`config.mk`:
```
export PLATFORM = sky130hd
export DESIGN_NAME = sci_cell
export DESIGN_NICKNAME = d
export VERILOG_FILES = /design/src/sci_pkg.sv /design/src/sci_cell.sv
export SDC_FILE = /design/constraint.sdc
export NUM_CORES = 1
export LEC_CHECK = 0
export BUFFER_PORTS_ARGS = -buffer_cell sky130_fd_sc_hd__buf_2
export CORE_MARGIN = 3
export CORE_UTILIZATION = 56
export DETAILED_ROUTE_END_ITERATION = 8
export HOLD_SLACK_MARGIN = 0.02
export PLACE_DENSITY = 0.95
export REMOVE_ABC_BUFFERS = 1
export SLEW_MARGIN = 0
export SYNTH_ARGS = -nofsm -noshare
export SYNTH_HDL_FRONTEND = slang
export SYNTH_SLANG_ARGS = --single-unit
```
`constraint.sdc`:
```
create_clock -name clk -period 4.09 [get_ports clk]
set_clock_uncertainty 0.05 [all_clocks]
set_input_delay 0.818 -clock clk [delete_from_list [all_inputs] [get_ports clk]]
set_output_delay 0.818 -clock clk [all_outputs]
set_load 0.1 [all_outputs]
```
`src/sci_pkg.sv`:
```
`timescale 1ns / 1ps

package sci_pkg;

    // Fixed field widths of the stream items.
    localparam int WORD_W       = 32;
    localparam int POS_W        = 9;
    localparam int DEF_CAPACITY = 256;

    // Packed widths of the stream buses, rounded up to whole bytes.
    localparam int S_TDATA_W = 32;
    localparam int M_TDATA_W = 24;

    // Token that walks down the cell chain during a sorted insert.
    typedef struct packed {
        logic              tok;    // token present
        logic              shift;  // 1: carrying a displaced entry, 0: still searching
        logic [WORD_W-1:0] word;
    } link_t;

    // Direct write into the cell that sits at the fill count.
    typedef struct packed {
        logic              en;
        logic [WORD_W-1:0] word;
    } wr_t;

    // Controller states.
    typedef enum logic [1:0] {
        ST_IDLE = 2'b01,
        ST_WALK = 2'b10
    } state_t;

endpackage

```
`src/sci_cell.sv`:
```
`timescale 1ns / 1ps

module sci_cell
(
    input  logic           clk,
    input  logic           rst_n,
    input  sci_pkg::link_t link_in,
    input  sci_pkg::wr_t   wr,
    input  logic           is_end,
    output sci_pkg::link_t link_out,
    output logic           hit
);

    logic [sci_pkg::WORD_W-1:0] entry_reg;
    logic [sci_pkg::WORD_W-1:0] entry_next;
    sci_pkg::link_t             link_reg;
    sci_pkg::link_t             link_next;
    logic                       ge;

    // Signed compare of the stored entry against the searched value.
    assign ge = $signed(entry_reg) >= $signed(link_in.word);

    // Cell action: take a direct write, stop the token at the end cell, swap the
    // carried word with the stored entry and pass the old one on, or pass it on.
    always_comb
    begin
        entry_next      = entry_reg;
        link_next.tok   = 1'b0;
        link_next.shift = link_in.shift;
        link_next.word  = link_in.word;
        hit             = 1'b0;
        if (wr.en && is_end)
        begin
            entry_next = wr.word;
        end
        if (link_in.tok)
        begin
            if (is_end)
            begin
                entry_next = link_in.word;
            end
            else if (link_in.shift || ge)
            begin
                entry_next      = link_in.word;
                link_next.tok   = 1'b1;
                link_next.shift = 1'b1;
                link_next.word  = entry_reg;
                hit             = !link_in.shift;
            end
            else
            begin
                link_next.tok = 1'b1;
            end
        end
    end

    // The stored entry holds no reset value.
    always_ff @(posedge clk)
    begin
        entry_reg <= entry_next;
    end

    always_ff @(posedge clk or negedge rst_n)
    begin
        if (!rst_n)
        begin
            link_reg <= '0;
        end
        else
        begin
            link_reg <= link_next;
        end
    end

    assign link_out = link_reg;

endmodule

```
==> impl_metrics.toml <==
[run_status]
status = "completed"

[logic_synthesis]
yosys.area_share.simple = 0.0467
yosysSeqAreaShare = 0.432
synth_seq_cells = 66
yosys.area_share.adder = 0.116
yosysWarnings = 0
synth_xor_area_frac = 0
synth.distinct_cells = 32
synth_top_family_by_area = "multiplexers"
synth_mux_area_frac = 0.290
synth-compound-area-share = 0.0612
syn_area_mm2 = 0.00346
syn-instance-count = 293
syn_avg_cell_area_um2 = 11.8

[layout]
layout.cells.non_filler = 482
layout.nets = 507
mostFrequentLayoutCell = "buf_2"
diodes = 0
fin_area_mm2 = 0.00424
drive_above_1_share = 0.390
largest_reg_flops = 34
syn2layout_area_growth_pct = 22.7
layout.cells.most_common_list = "buf_2 (103), mux2i_1 (62), dfrtp_1 (34)"

[routing]
wl_per_cell_um = 16.0
ant_nets = 0
vias = 2612
drtIter0Drc = 113
drc = 0
via_per_inst = 5.42
drt-total-wl_mm = 7.72
firstDrtPassIters = 4

[timing]
worstMarginPinSlew_ns = 0.830
slew_headroom = 0.447
clock.fmax_mhz = 259
setup_violations = 0
slew_violations = 0
hold_viol = 0
rsz0062_at_grt = "no"
holdWs_ns = 0.466
fin_crit_sh = 0.942
finalCriticalPeriod_ns = 3.85

[clocking]
clk-insertion-delay-late_ns = 0.33
cts_tree = "yes"
cts_max_level = 3
clock_path_buffers = 2
root_buffer = "clkbuf_8"
cts_sinks = 66
numCtsBuffers = 9
cts_setup_buffers = 0
ctsHoldBuffers = 0
post_cts_resized = 0
worst_setup_hold_path_clk_slew_ns = 0.07

[floorplan]
row_count = 27
io_pins = 105
core_area_mm2 = 0.00574
start_util = 0.602
die_area_mm2 = 0.00715
die_y_um = 84.6
die_w_um = 84.6

[critical_path]
crit_required_ns = 3.22
r2r_slack_ns = 1.19
crit_fanout = 3
end_kind = "output port"
regToRegStartpoint = "entry_reg[5]"
crit_type = "in -> out"
r2r-end = "entry_reg[31]"
ff2ff_path_depth = 9
arrival_ns = 2.99
cp-start-kind = "input pin"

[grt]
grt_pass1_wl_mm = 12.8
grt_antenna_before_repair = 0
grt_overflow = 0
grt_start_max_net_pins = 35
grt_usage = 0.225
grt_pass1_vias = 2766

[power]
internal_power_mw = 1.24
power_density_mw_per_mm2 = 477
pwr-share-clk = 0.257
power_switching_share = 0.388
p_comb_frac = 0.352
share_seq_of_total_power = 0.391
p_switching_uw = 785
leakage_nw = 2.32
p_total_mw = 2.02
ir_drop_uv = 308

[hold_path]
hold_class = "reg -> reg"
hold_path_end = "link_out[31]"
hold_start = "entry_reg[31]"
hold_depth = 1

[placed_design]
dpl.cell_count = 466
postPlaceCellArea_mm2 = 0.00406
place.gp.congestion = 0.731
hpwl_mm = 5.83
port_buffers = 104

[job]
maxCapViolations = 0
==> worst max-delay path by stage <==
stage / endpoint / cells after the start / from / slack [ns]
finish: hit / 11 / link_in[5] / 0.24
global placement: hit / 11 / link_in[14] / 0.32
CTS: hit / 11 / link_in[5] / 0.25
detailed placement: hit / 11 / link_in[5] / 0.26
floorplan: hit / 9 / link_in[31] / -0.22
global route: hit / 11 / link_in[5] / 0.06
==> cells in the mapped netlist <==
library cell	number	area (um2)
nor2b_1	2	12.5
o31ai_2	1	12.5
a21o_1	1	7.51
buf_6	3	33.8
clkbuf_1	3	11.3
nand4_1	8	50.1
nand3_1	3	15.0
buf_4	3	22.5
o21ai_0	4	20.0
o21ai_1	1	5.00
nand2b_1	1	6.26
o41ai_4	1	27.5
nor4_1	2	12.5
nand2_1	7	26.3
nand3b_2	1	11.3
nor2_1	3	11.3
ha_1	32	400
a221o_1	2	20.0
inv_1	32	120
o211ai_1	1	7.51
dfxtp_1	32	641
a2111oi_0	1	8.76
mux2i_1	62	621
o31ai_4	1	21.3
nor3_1	2	10.0
and2_1	1	6.26
o21a_1	1	7.51
a21oi_1	13	65.1
dfrtp_1	34	851
o2bb2ai_1	1	8.76
mux2_1	2	22.5
mux2_2	32	360
==> final cells by class <==
cell class | count | area [um2]
multi-input combinational | 186 | 1780
clock buffer | 12 | 135
timing repair buffer | 110 | 581
clock inverter | 4 | 45.0
sequential | 66 | 1490
fill | 420 | 1500
tap | 72 | 90.1
inverter | 32 | 120
==> routing by layer <==
layer / vias to the layer above / share of wire / global-route usage / wire [um]
li1: 1279 / - / - / -
met4: 0 / 0.024 / 0.0993 / 186
met5: - / 0 / 0 / 0
met2: 84 / 0.49 / 0.384 / 3810
met3: 14 / 0.057 / 0.0451 / 443
met1: 1235 / 0.42 / 0.273 / 3280
==> power groups by stage <==
| stage | Sequential, mW | Clock (mW) | Combinational, mW |
|---|---|---|---|
| 2_1_floorplan | 1.07 | 0 | 0.273 |
| 3_3_place_gp | 0.797 | 0 | 0.692 |
| 5_1_grt | 0.800 | 0.563 | 0.764 |
| 4_1_cts | 0.790 | 0.532 | 0.714 |
| 6_report | 0.790 | 0.520 | 0.712 |
| 3_5_place_dp | 0.804 | 0 | 0.712 |
==> worst max-delay path: stages <==
cell	delay (ns)
buf_2	0.08
inv_1	0.04
ha_1	0.30
a21oi_1	0.17
o21ai_1	0.11
a221o_1	0.34
o31ai_2	0.28
nand3b_2	0.18
o21ai_0	0.33
nor2_1	0.14
buf_12	0.19
==> kinds of logic (layout without fill, tap and decap cells) <==
logic type,count (synthesis),count (layout)
multiplexers,96,96
AND/OR/NAND/NOR,30,30
AO/OA/AOI/OAI,28,28
adder cells (fa/ha/maj),32,32
buffers and inverters,41,158
flip-flops,66,66
==> metrics by stage <==
stage | worst slack (ns) | utilization | setup TNS [ns]
after floorplan | -0.218 | - | -2.37
after global placement | 0.316 | 0.707 | 0
after detailed placement | 0.259 | 0.707 | 0
after CTS | 0.249 | 0.739 | 0
after global routing | 0.0609 | 0.739 | 0
final | 0.236 | 0.739 | 0
Note: power is estimated with default switching activity, not from simulation.
